==> config.mk <==
export PLATFORM = sky130hd
export DESIGN_NAME = char_lcd_write_sequencer_unit_flat
export DESIGN_NICKNAME = d
export VERILOG_FILES = /design/src/rtl/clws_pkg.sv /design/src/rtl/clws_if.sv /design/src/rtl/clws_datapath.sv /design/src/rtl/clws_ctrl.sv /design/src/rtl/char_lcd_write_sequencer_unit.sv /design/src/flat_wrapper.sv
export SDC_FILE = /design/constraint.sdc
export NUM_CORES = 1
export LEC_CHECK = 0
export ABC_AREA = 1
export ABC_CLOCK_PERIOD_IN_PS = 9700
export BUFFER_PORTS_ARGS = -buffer_cell sky130_fd_sc_hd__buf_2
export CORE_UTILIZATION = 55
export DETAILED_ROUTE_END_ITERATION = 7
export HOLD_SLACK_MARGIN = 0.1
export PLACE_DENSITY = 0.74
export SETUP_SLACK_MARGIN = 0.05
export SLEW_MARGIN = 0
export SYNTH_ARGS = -nofsm -noshare
export SYNTH_HDL_FRONTEND = slang
export SYNTH_SLANG_ARGS = --single-unit
==> constraint.sdc <==
create_clock -name clk -period 9.7 [get_ports clk]
set_clock_uncertainty 0.2 [all_clocks]
set_input_delay 0.97 -clock clk [delete_from_list [all_inputs] [get_ports clk]]
set_output_delay 0.97 -clock clk [all_outputs]
set_load 0.01 [all_outputs]
==> src/rtl/clws_pkg.sv <==
package clws_pkg;

	// request kinds
	localparam logic [1:0] KIND_COMMAND = 2'd0;
	localparam logic [1:0] KIND_DATA    = 2'd1;
	localparam logic [1:0] KIND_CURSOR  = 2'd2;
	localparam logic [1:0] KIND_NUMBER  = 2'd3;

	// configuration register indexes
	localparam logic REG_BUS_MODE    = 1'b0;
	localparam logic REG_PULSE_TICKS = 1'b1;

	localparam int TICK_W = 24;
	localparam int NUM_W  = 32;
	localparam int MAG_W  = NUM_W + 2;  // room for 8 * 10^9

	localparam logic [TICK_W-1:0] PULSE_TICKS_RST = 24'd50000;
	localparam logic [7:0] CURSOR_CMD  = 8'h80;
	localparam logic [7:0] ASCII_ZERO  = 8'd48;
	localparam logic [7:0] ASCII_MINUS = 8'd45;
	localparam logic [3:0] TOP_DIGIT   = 4'd9;

	typedef struct packed {
		logic load;   // take the request on the input
		logic conv;   // one restoring step of the decimal conversion
		logic emit;   // send the next pin event of byte_q
	} dp_cmd_t;

	typedef struct packed {
		logic start_conv;  // request is a non-negative integer
		logic digit_out;   // this conversion step loaded a digit byte
		logic byte_done;   // final pin event of the byte went out
		logic final_byte;  // byte in flight ends the request
	} dp_stat_t;

	function automatic logic [7:0] row_offset(input logic [1:0] r);
		logic [7:0] o;
		case (r)
			2'd0:    o = 8'd0;
			2'd1:    o = 8'd64;
			2'd2:    o = 8'd20;
			default: o = 8'd84;
		endcase
		return o;
	endfunction

	// 10^pos scaled by 2^wt, for BCD restoring conversion
	function automatic logic [MAG_W-1:0] pow10_scaled(input logic [3:0] pos,
		input logic [1:0] wt);
		logic [MAG_W-1:0] p;
		case (pos)
			4'd0:    p = 34'd1;
			4'd1:    p = 34'd10;
			4'd2:    p = 34'd100;
			4'd3:    p = 34'd1000;
			4'd4:    p = 34'd10000;
			4'd5:    p = 34'd100000;
			4'd6:    p = 34'd1000000;
			4'd7:    p = 34'd10000000;
			4'd8:    p = 34'd100000000;
			4'd9:    p = 34'd1000000000;
			default: p = '0;
		endcase
		return p << wt;
	endfunction

endpackage

==> src/rtl/clws_if.sv <==
interface clws_req_if;
	logic              valid;
	logic              ready;
	logic [1:0]        kind;
	logic [7:0]        byte_value;
	logic [2:0]        row;
	logic [4:0]        column;
	logic signed [31:0] number;

	modport source (output valid, kind, byte_value, row, column, number, input ready);
	modport sink   (input valid, kind, byte_value, row, column, number, output ready);
endinterface

interface clws_evt_if;
	logic        valid;
	logic        ready;
	logic        reg_select;
	logic        read_write;
	logic        enable;
	logic [7:0]  bus_data;
	logic [23:0] hold_ticks;
	logic        last;

	modport source (output valid, reg_select, read_write, enable, bus_data, hold_ticks,
		last, input ready);
	modport sink   (input valid, reg_select, read_write, enable, bus_data, hold_ticks,
		last, output ready);
endinterface

==> src/rtl/clws_datapath.sv <==
module clws_datapath #(
	parameter int MAX_COLUMNS = 20,
	parameter int MAX_ROWS    = 4
) (
	input  logic                clk,
	input  logic                arst_n,
	input  clws_pkg::dp_cmd_t   cmd,
	output clws_pkg::dp_stat_t  stat,
	input  logic                cfg_we,
	input  logic                cfg_index,
	input  logic [23:0]         cfg_data,
	input  logic [1:0]          kind,
	input  logic [7:0]          byte_value,
	input  logic [2:0]          row,
	input  logic [4:0]          column,
	input  logic signed [31:0]  number,
	output logic                evt_valid,
	input  logic                evt_ready,
	output logic                reg_select,
	output logic                read_write,
	output logic                enable,
	output logic [7:0]          bus_data,
	output logic [23:0]         hold_ticks,
	output logic                last
);

	logic                           bus_mode_q;
	logic [clws_pkg::TICK_W-1:0]    pulse_ticks_q;

	logic [7:0]                     byte_q;
	logic                           rs_q;
	logic                           final_q;
	logic [clws_pkg::NUM_W-1:0]     mag_q;
	logic [3:0]                     pos_q;
	logic [1:0]                     wt_q;
	logic [3:0]                     dig_q;
	logic                           lead_q;
	logic [1:0]                     ev_q;

	logic                           ovalid_q;
	logic                           o_rs_q;
	logic                           o_en_q;
	logic [7:0]                     o_bus_q;
	logic                           o_last_q;

	logic                           cursor_ok;
	logic [7:0]                     cursor_cmd;
	logic [clws_pkg::NUM_W-1:0]     num_mag;
	logic [clws_pkg::MAG_W-1:0]     cand;
	logic                           ge;
	logic [3:0]                     dig_next;
	logic                           digit_fin;
	logic                           show;
	logic [1:0]                     last_ev;
	logic                           push;

	always_comb begin
		cursor_ok = (row != 3'd0) && (row <= 3'(MAX_ROWS)) && (column != 5'd0) &&
			({1'b0, column} <= 6'(MAX_COLUMNS));
		cursor_cmd = cursor_ok ?
			8'(clws_pkg::CURSOR_CMD + clws_pkg::row_offset(2'(row - 3'd1)) +
			{3'b000, column} - 8'd1) : clws_pkg::CURSOR_CMD;
		num_mag = number[31] ? (32'd0 - $unsigned(number)) : $unsigned(number);

		cand      = clws_pkg::pow10_scaled(pos_q, wt_q);
		ge        = {2'b00, mag_q} >= cand;
		dig_next  = ge ? (dig_q | (4'b0001 << wt_q)) : dig_q;
		digit_fin = (wt_q == 2'd0);
		show      = (dig_next != 4'd0) || !lead_q || (pos_q == 4'd0);

		last_ev = bus_mode_q ? 2'd3 : 2'd1;
		push    = cmd.emit && (!ovalid_q || evt_ready);

		stat.start_conv = (kind == clws_pkg::KIND_NUMBER) && !number[31];
		stat.digit_out  = cmd.conv && digit_fin && show;
		stat.byte_done  = push && (ev_q == last_ev);
		stat.final_byte = final_q;
	end

	always_ff @(posedge clk or negedge arst_n) begin
		if (!arst_n) begin
			bus_mode_q    <= 1'b0;
			pulse_ticks_q <= clws_pkg::PULSE_TICKS_RST;
			ovalid_q      <= 1'b0;
			ev_q          <= 2'd0;
		end else begin
			if (cfg_we) begin
				case (cfg_index)
					clws_pkg::REG_BUS_MODE:    bus_mode_q    <= cfg_data[0];
					clws_pkg::REG_PULSE_TICKS: pulse_ticks_q <= cfg_data;
					default: ;
				endcase
			end
			if (push)
				ovalid_q <= 1'b1;
			else if (evt_ready)
				ovalid_q <= 1'b0;
			if (cmd.load)
				ev_q <= 2'd0;
			else if (push)
				ev_q <= (ev_q == last_ev) ? 2'd0 : 2'(ev_q + 2'd1);
		end
	end

	always_ff @(posedge clk) begin
		if (cmd.load) begin
			case (kind)
				clws_pkg::KIND_COMMAND,
				clws_pkg::KIND_DATA: begin
					byte_q  <= byte_value;
					rs_q    <= (kind == clws_pkg::KIND_DATA);
					final_q <= 1'b1;
				end
				clws_pkg::KIND_CURSOR: begin
					byte_q  <= cursor_cmd;
					rs_q    <= 1'b0;
					final_q <= 1'b1;
				end
				default: begin
					mag_q   <= num_mag;
					pos_q   <= clws_pkg::TOP_DIGIT;
					wt_q    <= 2'd3;
					dig_q   <= 4'd0;
					lead_q  <= 1'b1;
					byte_q  <= clws_pkg::ASCII_MINUS;
					rs_q    <= 1'b1;
					final_q <= 1'b0;
				end
			endcase
		end else if (cmd.conv) begin
			if (ge)
				mag_q <= mag_q - cand[clws_pkg::NUM_W-1:0];
			if (digit_fin) begin
				wt_q  <= 2'd3;
				dig_q <= 4'd0;
				if (pos_q != 4'd0)
					pos_q <= pos_q - 4'd1;
				if (show) begin
					byte_q  <= clws_pkg::ASCII_ZERO + {4'b0000, dig_next};
					rs_q    <= 1'b1;
					final_q <= (pos_q == 4'd0);
					lead_q  <= 1'b0;
				end
			end else begin
				wt_q  <= wt_q - 2'd1;
				dig_q <= dig_next;
			end
		end

		if (push) begin
			o_rs_q   <= rs_q;
			o_en_q   <= ~ev_q[0];
			o_bus_q  <= bus_mode_q ?
				{4'b0000, (ev_q[1] ? byte_q[3:0] : byte_q[7:4])} : byte_q;
			o_last_q <= final_q && (ev_q == last_ev);
		end
	end

	// config must be written only while idle (the block does not enforce this), so hold_ticks stays stable under stall
	assign hold_ticks = (pulse_ticks_q == '0) ? 24'd1 : pulse_ticks_q;
	assign evt_valid  = ovalid_q;
	assign reg_select = o_rs_q;
	assign read_write = 1'b0;
	assign enable     = o_en_q;
	assign bus_data   = o_bus_q;
	assign last       = o_last_q;

endmodule

==> src/rtl/clws_ctrl.sv <==
module clws_ctrl (
	input  logic                clk,
	input  logic                arst_n,
	input  logic                req_valid,
	output logic                req_ready,
	output clws_pkg::dp_cmd_t   cmd,
	input  clws_pkg::dp_stat_t  stat
);

	typedef enum logic [2:0] {
		ST_IDLE = 3'b001,
		ST_CONV = 3'b010,
		ST_EMIT = 3'b100
	} state_t;

	state_t state_q, state_d;

	always_comb begin
		state_d   = state_q;
		req_ready = 1'b0;
		cmd       = '0;
		case (state_q)
			ST_IDLE: begin
				req_ready = 1'b1;
				if (req_valid) begin
					cmd.load = 1'b1;
					state_d  = stat.start_conv ? ST_CONV : ST_EMIT;
				end
			end
			ST_CONV: begin
				cmd.conv = 1'b1;
				if (stat.digit_out)
					state_d = ST_EMIT;
			end
			ST_EMIT: begin
				cmd.emit = 1'b1;
				if (stat.byte_done)
					state_d = stat.final_byte ? ST_IDLE : ST_CONV;
			end
			default: state_d = ST_IDLE;
		endcase
	end

	always_ff @(posedge clk or negedge arst_n) begin
		if (!arst_n)
			state_q <= ST_IDLE;
		else
			state_q <= state_d;
	end

endmodule

==> src/rtl/char_lcd_write_sequencer_unit.sv <==
// Sequence: a byte or cursor request loads byte_q when accepted; its first pin event
// moves into the output register once the controller is in emit and that register is
// free. A non-negative integer first runs conversion steps down to its leading digit,
// a negative one sends its '-' first. Rate: one pin event per cycle while emitting and
// the receiver is ready; integers convert over 10 places, one BCD restoring step a cycle.
// Reset (arst_n low, async): bus 8-bit, pulse_ticks 50000, sequencer idle, no beat held.
module char_lcd_write_sequencer_unit #(
	parameter int MAX_COLUMNS = 20,
	parameter int MAX_ROWS    = 4
) (
	input  logic          clk,
	input  logic          arst_n,
	clws_req_if.sink      req,
	clws_evt_if.source    evt,
	input  logic          cfg_we,
	input  logic          cfg_index,
	input  logic [23:0]   cfg_data
);

	// Controller: idle -> (convert <-> emit)* -> idle.
	// Only one request is in flight; req.ready is high in idle only. The
	// output register decouples the last beat from the next request.
	clws_pkg::dp_cmd_t  cmd;
	clws_pkg::dp_stat_t stat;

	clws_ctrl u_ctrl (
		.clk       (clk),
		.arst_n    (arst_n),
		.req_valid (req.valid),
		.req_ready (req.ready),
		.cmd       (cmd),
		.stat      (stat)
	);

	// Datapath: config regs, cursor address calc, decimal digit extraction
	// (restoring against 8/4/2/1 x 10^pos, MSD first, leading zeros
	// dropped), and nibble/byte event generation into the output register.
	clws_datapath #(
		.MAX_COLUMNS (MAX_COLUMNS),
		.MAX_ROWS    (MAX_ROWS)
	) u_dp (
		.clk        (clk),
		.arst_n     (arst_n),
		.cmd        (cmd),
		.stat       (stat),
		.cfg_we     (cfg_we),
		.cfg_index  (cfg_index),
		.cfg_data   (cfg_data),
		.kind       (req.kind),
		.byte_value (req.byte_value),
		.row        (req.row),
		.column     (req.column),
		.number     (req.number),
		.evt_valid  (evt.valid),
		.evt_ready  (evt.ready),
		.reg_select (evt.reg_select),
		.read_write (evt.read_write),
		.enable     (evt.enable),
		.bus_data   (evt.bus_data),
		.hold_ticks (evt.hold_ticks),
		.last       (evt.last)
	);

endmodule

==> src/flat_wrapper.sv <==
// flat-port wrapper written by rule: the top's interface ports become plain ports
module char_lcd_write_sequencer_unit_flat 
#(
	parameter int MAX_COLUMNS = 20,
	parameter int MAX_ROWS    = 4
)
  (clk, arst_n, cfg_we, cfg_index, cfg_data, req_valid, req_kind, req_byte_value, req_row, req_column, req_number, req_ready, evt_valid, evt_reg_select, evt_read_write, evt_enable, evt_bus_data, evt_hold_ticks, evt_last, evt_ready);
  clws_req_if req_i ();
  clws_evt_if evt_i ();
  input  logic clk;
  input  logic arst_n;
  input  logic cfg_we;
  input  logic cfg_index;
  input  logic [23:0] cfg_data;
  input wire logic [$bits(req_i.valid)-1:0] req_valid;
  input wire logic [$bits(req_i.kind)-1:0] req_kind;
  input wire logic [$bits(req_i.byte_value)-1:0] req_byte_value;
  input wire logic [$bits(req_i.row)-1:0] req_row;
  input wire logic [$bits(req_i.column)-1:0] req_column;
  input wire logic [$bits(req_i.number)-1:0] req_number;
  output wire logic [$bits(req_i.ready)-1:0] req_ready;
  output wire logic [$bits(evt_i.valid)-1:0] evt_valid;
  output wire logic [$bits(evt_i.reg_select)-1:0] evt_reg_select;
  output wire logic [$bits(evt_i.read_write)-1:0] evt_read_write;
  output wire logic [$bits(evt_i.enable)-1:0] evt_enable;
  output wire logic [$bits(evt_i.bus_data)-1:0] evt_bus_data;
  output wire logic [$bits(evt_i.hold_ticks)-1:0] evt_hold_ticks;
  output wire logic [$bits(evt_i.last)-1:0] evt_last;
  input wire logic [$bits(evt_i.ready)-1:0] evt_ready;
  assign req_i.valid = req_valid;
  assign req_i.kind = req_kind;
  assign req_i.byte_value = req_byte_value;
  assign req_i.row = req_row;
  assign req_i.column = req_column;
  assign req_i.number = req_number;
  assign req_ready = req_i.ready;
  assign evt_valid = evt_i.valid;
  assign evt_reg_select = evt_i.reg_select;
  assign evt_read_write = evt_i.read_write;
  assign evt_enable = evt_i.enable;
  assign evt_bus_data = evt_i.bus_data;
  assign evt_hold_ticks = evt_i.hold_ticks;
  assign evt_last = evt_i.last;
  assign evt_i.ready = evt_ready;
  char_lcd_write_sequencer_unit #(.MAX_COLUMNS(MAX_COLUMNS), .MAX_ROWS(MAX_ROWS)) u_core (.clk(clk), .arst_n(arst_n), .req(req_i), .evt(evt_i), .cfg_we(cfg_we), .cfg_index(cfg_index), .cfg_data(cfg_data));
endmodule
# After elaboration in Yosys (flattened, before gate mapping)
# Memory sizes are Yosys's and may differ from the RTL's. A register that Yosys moved wholly into a read port is not among the register bits.
# Index checks and enable logic that the tools add are counted.
# totals
regBits	95
rom_bits	480
output_inout_bits	38
word_cells	153
n_memories	1
# memory_table
memory	depth	width	rd	rd_clocked_by_memory_dff	wr	line	text
(name not given)	16	30	1	1	0	clws_pkg.sv:51	case (pos)
# classes
add_sub_neg	10
magnitude_cmp	3
n_eq_ne	13
n_shift	2
muxes	62
bitwise_logic	3
n_reduce_logical	41
# ops
cell	count
2-to-1 mux 32 bit	5
2-to-1 mux 4 bit	13
2-to-1 mux 8 bit	5
greater-or-equal comparator 32 x 34 -> 1 bit	1
left shift 34 x 2 -> 34 bit	1
subtractor 1 x 32 -> 32 bit (first input constant)	1
subtractor 32 bit	1
zero test 24 bit	1
2-to-1 mux 24 bit	1
2-to-1 mux 1 bit	21
case mux 7 bit (3 select lines)	1
2-to-1 mux 2 bit	9
case mux 8 bit (2 select lines)	1
nonzero test 2 bit	7
2-to-1 mux 3 bit	4
logical AND 1 bit	9
case mux 3 bit (3 select lines)	1
AND reduction 3 bit	3
adder 8 x 5 -> 8 bit	1
adder 8 bit (first input constant)	1
AND reduction 4 bit	2
nonzero test 4 bit	2
subtractor 8 x 1 -> 8 bit (second input constant)	1
adder 6 x 4 -> 7 bit (first input constant)	1
other kinds (26)	41

# Logic depth before layout (Yosys ltp)
# Gate-level depths: netlist of run 1.
# depth
word_depth	10
depth_mapped	25
mapped_depth_nobuf	24

# Cells and area by module
# From an unflattened synthesis of run 1, not the netlist that was laid out.
# hier_totals
hier_cells	1190
hier_area_um2	8663.3
# modules_own_cells
mod	instances	cells_each	area_each_um2
clws_datapath	1	1152	8440.6
clws_ctrl	1	38	222.7

# Worst setup path after synthesis of run 1
# No wires, ideal clock.
# synth_timing
path_kind	in2reg
start	input req_valid
end	register u_core.u_dp.mag_q[0] in the netlist's numbering, enable pin
setup_time_ns	0.466
arrival_time_ns	3.785
slack_ns	5.249
cell_stages	4
path_buffers	2
cell_sequence	nand2_4 clkbuf_1 clkbuf_1 o21ai_0
# synth_between
elab_chain_len	4
elab_cells_between_ends	6
# synth_rtl
item	line	text
start: declaration	flat_wrapper.sv:15	input wire logic [$bits(req_i.valid)-1:0] req_valid;
2-to-1 mux 1 bit *	clws_ctrl.sv:25	if (req_valid) begin
2-to-1 mux 1 bit *	clws_ctrl.sv:22	case (state_q)
inequality test 2 bit (no line) / nonzero test 2 bit (equally long branches)	--	
AND reduction 3 bit (no line) *	--	
end signal: assignment	clws_datapath.sv:120	mag_q <= num_mag;
end signal: assignment	clws_datapath.sv:132	mag_q <= mag_q - cand[clws_pkg::NUM_W-1:0];
end: declaration	clws_datapath.sv:33	logic [clws_pkg::NUM_W-1:0] mag_q;
# Every way passes the cells marked *; elsewhere a longest branch is shown, timed or not.
# A chain may end at the register's enable or synchronous reset.

# Worst setup path in the final report of run 1
# layout_timing
start	register u_core.u_dp.wt_q[1]
end	register u_core.u_dp.byte_q[7], enable pin
# layout_between
elab_chain_len	8
elab_cells_between_ends	12
# layout_rtl
item	line	text
start: declaration	clws_datapath.sv:35	logic [1:0] wt_q;
start signal: assignment	clws_datapath.sv:145	wt_q <= wt_q - 2'd1;
left shift 34 x 2 -> 34 bit / left shift 1 x 2 -> 4 bit (equally long branches)	clws_pkg.sv:64, clws_datapath.sv:67	
greater-or-equal comparator 32 x 34 -> 1 bit / bitwise OR 4 bit (equally long branches)	clws_datapath.sv:66, clws_datapath.sv:67	
2-to-1 mux 4 bit	clws_datapath.sv:67	dig_next = ge ? (dig_q | (4'b0001 << wt_q)) : dig_q;
nonzero test 4 bit	clws_datapath.sv:69	show = (dig_next != 4'd0) || !lead_q || (pos_q == 4'd0);
logical OR 1 bit (2 in a row)	clws_datapath.sv:69	
nonzero test 2 bit (no line)	--	
AND reduction 3 bit (no line) *	--	
end signal: assignment	clws_datapath.sv:110	byte_q <= byte_value;
end signal: assignment	clws_datapath.sv:115	byte_q <= cursor_cmd;
end signal: assignment	clws_datapath.sv:125	byte_q <= clws_pkg::ASCII_MINUS;
end: declaration	clws_datapath.sv:30	logic [7:0] byte_q;
# Marks and branches as above.

==> results of run 1 <==
-- logic make-up (layout without fill, tap and decap cells) --
logic type	after synthesis	after routing	synth area share, %
XOR/XNOR	15	15	1.55
buffers and inverters	192	291	8.57
flip-flops	118	118	37.3
AO/OA/AOI/OAI	230	230	15.8
other	1	1	0.0441
multiplexers	27	27	3.52
AND/OR/NAND/NOR	503	503	25.2
adder cells (fa/ha/maj)	53	53	7.98
-- report_power, final --
part | switching (W) | internal, W | total (W)
combinational | 0.000903 | 0.000489 | 0.00139
clock | 0.000246 | 0.000416 | 0.000662
sequential | 0.0000803 | 0.000735 | 0.000815
-- per-layer routing --
layer / part of all wire (%) / global-route usage (%) / vias to the layer above
met5: 0 / 0 / -
met4: 1.2 / 7.94 / 0
met3: 6.1 / 5.35 / 24
met2: 45 / 43.3 / 254
met1: 48 / 38.1 / 3579
li1: - / - / 3961
-- final timing paths --
check	from	end	slack, ns	cells after the start
worst max-delay path	u_core.u_dp.wt_q[1]	u_core.u_dp.byte_q[7]	4.43	18
worst min register to register	u_core.u_dp.rs_q	u_core.u_dp.reg_select	0.23	0
max in group asynchronous	arst_n	u_core.u_ctrl.state_q[1]	8.49	1
worst min-delay path	u_core.u_dp.rs_q	u_core.u_dp.reg_select	0.23	0
min in group asynchronous	arst_n	u_core.u_dp.pulse_ticks_q[23]	0.38	1
worst max register to register	u_core.u_dp.wt_q[1]	u_core.u_dp.byte_q[7]	4.43	18
-- worst max-delay path: cells and delay by family, from the launching register on --
family	cells	cell delay (ns)
simple gates	15	2.25
fa+ha+maj	1	0.38
buf+inv	1	0.87
compound gates	1	0.16
flops	1	1.02
-- placed cells by master, fill, tap and decap left out, types with 4 or more instances in the layout --
| cell type | count |
|---|---|
| o21ai_1 | 4 |
| o21bai_1 | 10 |
| inv_2 | 10 |
| edfxtp_1 | 64 |
| a21o_1 | 6 |
| mux2_2 | 23 |
| a21oi_1 | 68 |
| ha_1 | 51 |
| inv_1 | 127 |
| or2_2 | 5 |
| nor4_1 | 7 |
| a21boi_0 | 4 |
| o31ai_1 | 7 |
| mux2i_1 | 4 |
| o211ai_1 | 6 |
| nand2_1 | 276 |
| nand4_1 | 4 |
| nor3_1 | 20 |
| o21ai_0 | 92 |
| a31oi_1 | 7 |
| buf_2 | 116 |
| dfstp_2 | 7 |
| nand3_1 | 56 |
| dfxtp_1 | 23 |
| nor2_2 | 6 |
| o22ai_1 | 7 |
| xor2_1 | 10 |
| o21ai_2 | 7 |
| clkbuf_16 | 20 |
| xnor2_1 | 5 |
| dfrtp_1 | 24 |
| nand3b_1 | 7 |
| nor2_1 | 113 |
-- metrics by stage --
stage / hold WS [ns] / setup WS, ns
finish: 0.228 / 4.43
global route: 0.240 / 3.83
CTS: 0.228 / 4.55
detailed placement: 0.212 / 4.54
global placement: 0.210 / 4.74
floorplan: 0.200 / 5.25
-- area by class of cell --
class,instances,area [um2]
Sequential cell,118,3170
Tap cell,188,235
Clock inverter,10,101
Fill cell,1296,5380
Inverter,141,532
Clock buffer,22,528
Multi-Input combinational cell,829,4600
Timing Repair Buffer,118,596
==> flow_summary_export.csv, run 1 <==
group,metric,value,unit
global_routing,grt_antenna_before_repair,0,
setup_path,cpPeakStageDelay,1.02,ns
power,pwr_density_cell,294,nW/um2
yosys,synth_common_cells,"nand2_1, inv_1, nor2_1",
yosys,synth.yosys.seq_area_share,37.3,%
timing,hold_viol_final,0,
final_layout,stdcell_count,1426,
floorplan,dieHeight,126,um
routing,wirelength,20700,um
floorplan,start_util,56.1,%
yosys,postSynthCellCount,1139,
floorplan,core-area,15100,um2
routing,viasPerCell,5.48,
place,place_inst,1394,
status,status,"complete, no violations",
clock_tree,postCtsHoldBufs,0,
yosys,ys.flop_type,"edfxtp_1",
global_routing,gr-total-overflow,0,
final_layout,design_area,9760,um2
power,power.total,0.00287,W
power,vdd_drop_max,150,uV
timing,min_period,5.27,ns
clock_tree,clk_pin_slew,0.06,ns
job,drv_cap,0,
final_layout,final_layout_size_suffix_gt1_share,17.9,%
floorplan,die-area,15900,um2
final_layout,final_util,64.5,%
setup_path,worstPathCellList,"clkinv_1 -> nand3_1 -> o21ai_0 -> ha_1 -> nand2_1 -> nor2_1 -> nand3_1 -> nand3_1 -> nand2_1 -> nand2_1 -> nand2_1 -> nand2_1 -> nand2_1 -> nand2_1 -> nor2_1 -> nand3_1 -> nor2_1 -> nor2_1",
timing,fmax,0.190,GHz
timing,relSlewSlack,30.9,%
routing,post_drt_wl_per_cell,14.5,um
yosys,yosys.area.top_type_share,22.6,%
clock_tree,cts_resized,0,
final_layout,nets,1358,
global_routing,grt_max_degree,45,
clock_tree,numClockSinks,118,
global_routing,grt_use_total,27.4,%
yosys,synth.net_count,1272,
timing,fin_crit_sh,54.3,%
floorplan,num_rows,45,
setup_path,critPathSlowestCell,"edfxtp_1",
place,dp_hpwl,15600,um
yosys,synth-edff-count,64,
clock_tree,htreeDepth,4,
setup_path,critPathMaxFanout,37,
place,placed_area,9130,um2
timing,setup_viol,0,
timing,setup-tns-final,0,ns
final_layout,area_delta_synth_final,14.9,%
setup_path,crit_required,9.55,ns
place,gp_congestion,0.990,
clock_tree,tritoncts.num_buffers,17,
timing,final_max_slew_viol_count,0,
yosys,synth-async-reset-ratio,26.3,%
yosys,synthTopCellsByArea,"edfxtp_1, nand2_1, ha_1",
clock_tree,cts_root_buf,"clkbuf_16",
yosys,synth_area_per_cell,7.46,um2
final_layout,num_antenna_cells,0,
setup_path,crit_path_end_kind,"register",
yosys,yosys.area.top_type,"edfxtp_1",
clock_tree,cts_tree,"yes",
hold_path,hold_class,"reg -> reg",
timing,grt_setup_unrepaired,"no",
global_routing,grt_pass1_wl,34300,um
clock_tree,post_cts_buffers,0,
routing,drc,0,
yosys,yosysWarnings,0,
place,numPortBuffers,116,
clock_tree,cts_buffer_depth,2,
power,p_leak,4.59,nW
yosys,ys_seq_elements,118,
clock_tree,clock_latency,0.43,ns
routing,drtPass1Iterations,7,
global_routing,grt_pass1_vias,7181,
yosys,yosysUniqueCellTypes,53,
yosys,yosysMostFrequentCell,"nand2_1",
floorplan,fp.dieW,126,um
floorplan,io_pins,118,
routing,via_count,7818,
timing,worst_pin_slew,1.03,ns
routing,drt_iter0_markers,575,
setup_path,path_common_cell,"nand2_1",
setup_path,path_class,"reg -> reg",
yosys,syn-cell-area,8490,um2
setup_path,cp.arrival,5.12,ns
routing,ant_nets,0,
setup_path,critPathLaunchType,"register",
Note: power is estimated with default switching activity, not from simulation.
==> inputs of run 2 (changes only) <==
- ABC_CLOCK_PERIOD_IN_PS: 9700 -> 4700
- CORE_UTILIZATION: 55 -> 53
- clock period: 9.7 -> 4.7 ns (I/O delays scaled with it)
==> flow_summary_export.csv, run 2 (synthesis results as in run 1) <==
group,metric,value,unit
final_layout,num_antenna_cells,0,
timing,fmax,0.238,GHz
global_routing,grt_pass1_wl,35600,um
setup_path,path_common_cell,"nand2_1",
power,seqPwrFrac,28.2,%
power,p_leak,4.70,nW
clock_tree,numClockSinks,118,
clock_tree,cts_root_buf,"clkbuf_16",
power,p_comb_share,49.7,%
clock_tree,htreeDepth,4,
timing,min_period,4.21,ns
setup_path,crit_path_end_kind,"register",
final_layout,final_cell_mix,"nand2_1, inv_1, buf_2",
final_layout,final_common_cell,"nand2_1",
clock_tree,cts_resized,0,
final_layout,register_area,3170,um2
timing,final_max_slew_viol_count,0,
power,internal_power,0.00333,W
floorplan,core-area,15400,um2
place,dp_hpwl,16400,um
routing,via_count,7964,
setup_path,crit_required,4.54,ns
floorplan,num_rows,45,
routing,drtPass1Iterations,5,
clock_tree,cts_tree,"yes",
setup_path,critPathLaunchType,"register",
timing,setup_viol,0,
setup_path,critPathMaxFanout,23,
timing,relSlewSlack,33.4,%
clock_tree,clk_pin_slew,0.06,ns
routing,viasPerCell,5.40,
floorplan,die-area,16500,um2
place,gp_congestion,0.896,
timing,setup-tns-final,0,ns
job,drv_cap,0,
final_layout,final_layout_size_suffix_gt1_share,17.9,%
power,pwr-share-clk,22.1,%
final_layout,nets,1385,
place,placed_area,9190,um2
setup_path,cpPeakStageDelay,0.64,ns
power,sw_frac_of_total,43.5,%
floorplan,dieHeight,129,um
setup_path,path_class,"reg -> reg",
power,power_switching,0.00256,W
final_layout,area_delta_synth_final,18.0,%
floorplan,start_util,55.1,%
routing,ant_nets,0,
timing,fin_hold_ws,0.120,ns
floorplan,fp.dieW,129,um
routing,drt_iter0_markers,494,
timing,fin_crit_sh,89.6,%
final_layout,fillers,1359,
clock_tree,tritoncts.num_buffers,17,
global_routing,grt_use_total,27.6,%
clock_tree,cts_buffer_depth,2,
final_layout,multi_input_area,4600,um2
setup_path,critPathSlowestCell,"nor2_1",
timing,hold_viol_final,0,
global_routing,grt_pass1_vias,7508,
clock_tree,post_cts_buffers,0,
power,vdd_drop_max,309,uV
place,numPortBuffers,116,
routing,wirelength,21900,um
routing,post_drt_wl_per_cell,14.8,um
global_routing,grt_antenna_before_repair,0,
global_routing,grt_max_degree,45,
routing,drc,0,
status,status,"complete, no violations",
clock_tree,clock_latency,0.42,ns
setup_path,cp.arrival,4.05,ns
timing,grt_setup_unrepaired,"no",
timing,worst_pin_slew,0.995,ns
setup_path,worstPathCellList,"inv_1 -> o21ai_0 -> o21ai_0 -> ha_1 -> a21oi_1 -> o21ai_0 -> a21oi_1 -> nand2_1 -> nand2_1 -> nand2_1 -> nand2_1 -> nand2_1 -> nor2_1 -> nand3_1 -> nor2_1 -> nor2_1",
final_layout,design_area,10000,um2
hold_path,hold_class,"in -> reg",
global_routing,gr-total-overflow,0,
power,pwr_density_cell,587,nW/um2
floorplan,io_pins,118,
## run 2: cell count changes in the layout (fill, tap and decap cells not counted)
cell,delta
inv_6,+2
clkinvlp_4,-1
inv_4,+1
buf_4,+4
dlygate4sd3_1,+23
clkbuf_8,-2
inv_8,+1
bufinv_16,-1
## run 2: repair_timing
action / CTS / global route
hold buffers: 23 / 0
setup endpoints to repair: 0 / 0
hold endpoints to repair: 46 / 0
## run 2: worst paths after layout
check                               startpoint                             to  slack [ns]  cells after the start
max in group asynchronous               arst_n  u_core.u_dp.pulse_ticks_q[12]        3.46                      2
min reg2reg                   u_core.u_dp.rs_q         u_core.u_dp.reg_select        0.23                      0
max                        u_core.u_dp.wt_q[0]          u_core.u_dp.byte_q[1]        0.49                     16
min in group asynchronous               arst_n  u_core.u_dp.pulse_ticks_q[20]        0.41                      2
max reg2reg                u_core.u_dp.wt_q[0]          u_core.u_dp.byte_q[1]        0.49                     16
min                                cfg_data[6]   u_core.u_dp.pulse_ticks_q[6]        0.12                      2
## run 2: routing by layer
layer  wire [um]  GRT usage, %
met5           0             0
met4         375          8.72
met3        1340          4.66
met2       10200          45.9
met1       10000          36.8
## run 2: area by class of cell
cell class | count | share of cell area (%)
inverters | 141 | 5.31
clock inverters | 12 | 0.986
multi-input cells | 829 | 45.9
well taps | 211 | 2.63
clock buffers | 20 | 4.99
flip-flops and latches | 118 | 31.6
repair buffers | 145 | 8.54
## run 2: power groups by stage
| stage | clock [W] | combinational, W | sequential [W] |
|---|---|---|---|
| detailed placement | 0 | 0.00286 | 0.00167 |
| finish | 0.00130 | 0.00292 | 0.00166 |
| global placement | 0 | 0.00282 | 0.00167 |
| global route | 0.00136 | 0.00330 | 0.00169 |
| CTS | 0.00131 | 0.00290 | 0.00166 |
| floorplan | 0 | 0.00217 | 0.00164 |
## run 2: stage by stage
step / util (%) / instances / setup WS [ns] / power [W]
final: 65.0 / 1476 / 0.490 / 0.00589
after global routing: 65.0 / 1476 / 0.0758 / 0.00635
after global placement: 59.6 / 1421 / 0.637 / 0.00449
after CTS: 65.0 / 1476 / 0.554 / 0.00587
after floorplan: - / 1139 / 0.326 / 0.00381
after detailed placement: 59.6 / 1421 / 0.556 / 0.00453
## run 2: worst max-delay path: cells and delay by family (launching register included)
family / cells / cell delay, ns
fa+ha+maj: 1 / 0.30
simple gates: 9 / 1.43
flops: 1 / 0.38
compound gates: 5 / 1.07
buf+inv: 1 / 0.47
==> inputs of run 3 (changes only) <==
- CORE_UTILIZATION: 53 -> 30
- PLACE_DENSITY: 0.74 -> 0.46
==> flow_summary_export.csv, run 3 (synthesis results as in run 1) <==
group,metric,value,unit
status,status,"complete, no violations",
global_routing,grt_pass1_vias,7552,
routing,via_count,7728,
clock_tree,numClockSinks,118,
timing,relSlewSlack,33.0,%
timing,setup_viol,0,
timing,fin_hold_ws,0.134,ns
global_routing,gr-total-overflow,0,
place,dp_hpwl,19000,um
final_layout,area_delta_synth_final,21.1,%
timing,min_period,4.00,ns
floorplan,die-area,29000,um2
global_routing,grt_use_total,17.1,%
floorplan,core-area,27800,um2
place,post-place-ws,0.663,ns
routing,viasPerCell,4.69,
clock_tree,post_cts_buffers,0,
final_layout,fillers,3015,
place,numPortBuffers,116,
clock_tree,cts_tree,"yes",
floorplan,start_util,30.6,%
place,gp_congestion,0.849,
global_routing,grt_max_degree,45,
timing,hold_viol_final,0,
clock_tree,cts_root_buf,"clkbuf_16",
timing,fmax,0.250,GHz
clock_tree,clk_pin_slew,0.06,ns
power,pwr_density_cell,578,nW/um2
power,power.total,0.00595,W
final_layout,final_layout_size_suffix_gt1_share,17.9,%
routing,ant_nets,0,
final_layout,final_cell_mix,"nand2_1, inv_1, buf_2",
timing,worst_pin_slew,1.00,ns
floorplan,dieHeight,170,um
floorplan,num_rows,61,
final_layout,stdcell_count,1649,
clock_tree,cts_resized,0,
global_routing,grt_antenna_before_repair,0,
setup_path,cp.arrival,3.97,ns
clock_tree,tritoncts.num_buffers,17,
routing,drt_iter0_markers,313,
final_layout,nets,1391,
routing,post_drt_wl_per_cell,14.7,um
clock_tree,cts_buffer_depth,2,
routing,wirelength,24200,um
place,place_inst,1591,
hold_path,hold_depth,3,
setup_path,path_class,"reg -> reg",
timing,setup-tns-final,0,ns
setup_path,crit_required,4.68,ns
power,vdd_drop_max,249,uV
power,p_leak,4.72,nW
setup_path,r2r_cells,15,
global_routing,grt_pass1_wl,38700,um
routing,drtPass1Iterations,5,
timing,setup_ws,0.704,ns
clock_tree,htreeDepth,4,
job,drv_cap,0,
final_layout,num_antenna_cells,0,
clock_tree,clock_latency,0.43,ns
floorplan,fp.dieW,170,um
setup_path,critPathLaunchType,"register",
timing,final_max_slew_viol_count,0,
floorplan,io_pins,118,
final_layout,final_common_cell,"nand2_1",
setup_path,crit_path_end_kind,"register",
routing,drc,0,
setup_path,critPathMaxFanout,23,
hold_path,hold_class,"in -> reg",
timing,fin_crit_sh,85.0,%
timing,grt_setup_unrepaired,"no",
## run 3: final timing paths
kind                                           from                             to  slack (ns)
worst max-delay path            u_core.u_dp.wt_q[0]          u_core.u_dp.byte_q[3]        0.70
worst min-delay path                      cfg_index         u_core.u_dp.bus_mode_q        0.13
worst max register to register  u_core.u_dp.wt_q[0]          u_core.u_dp.byte_q[3]        0.70
worst min register to register     u_core.u_dp.rs_q         u_core.u_dp.reg_select        0.22
max in group asynchronous                    arst_n         u_core.u_dp.bus_mode_q        3.41
min in group asynchronous                    arst_n  u_core.u_dp.pulse_ticks_q[23]        0.43
## run 3: repair_timing
item,4_1_cts,5_1_grt
hold endpoints to repair,49,0
endpoints found under the setup margin,0,0
hold buffers,26,0
## run 3: stage by stage
stage,cell area (um2),utilization [%]
finish,10300,37.0
global route,10300,37.0
CTS,10300,37.0
detailed placement,9420,33.9
global placement,9420,33.9
floorplan,8490,-
## run 3: final cells by class
cell class / count / area [um2] / area share, %
Clock buffer: 18 / 429 / 4.17
Clock inverter: 14 / 173 / 1.68
Inverter: 141 / 532 / 5.17
Multi-Input combinational cell: 829 / 4600 / 44.8
Sequential cell: 118 / 3170 / 30.8
Tap cell: 378 / 473 / 4.60
Timing Repair Buffer: 151 / 908 / 8.83
## run 3: worst max-delay path: stages, from the launching register on
cell	delay, ns
edfxtp_1	0.37
inv_1	0.50
o21ai_0	0.26
o21ai_0	0.27
ha_1	0.34
a21oi_1	0.26
o21ai_0	0.15
a21oi_1	0.19
nand2_1	0.16
nand2_1	0.09
nand2_1	0.16
a21oi_1	0.28
nand3_1	0.14
nor2_1	0.14
nor2_1	0.06
buf_4	0.18
## run 3: power breakdown
group / switching [W] / internal [W] / total [W] / leakage, nW
registers: 0.000139 / 0.00152 / 0.00165 / 1.13
clock network: 0.000507 / 0.000838 / 0.00135 / 0.291
logic: 0.00191 / 0.00104 / 0.00295 / 3.29
## run 3: per-layer routing
| metal | routed length (um) | vias to the layer above | share of wire [%] | track usage, % |
|---|---|---|---|---|
| met1 | 11300 | 3507 | 47 | 21.4 |
| met2 | 11600 | 168 | 48 | 30.3 |
| met3 | 1010 | 26 | 4.2 | 3.00 |
| met5 | 0 | - | 0 | 0 |
| li1 | - | 4027 | - | - |
| met4 | 339 | 0 | 1.4 | 4.43 |
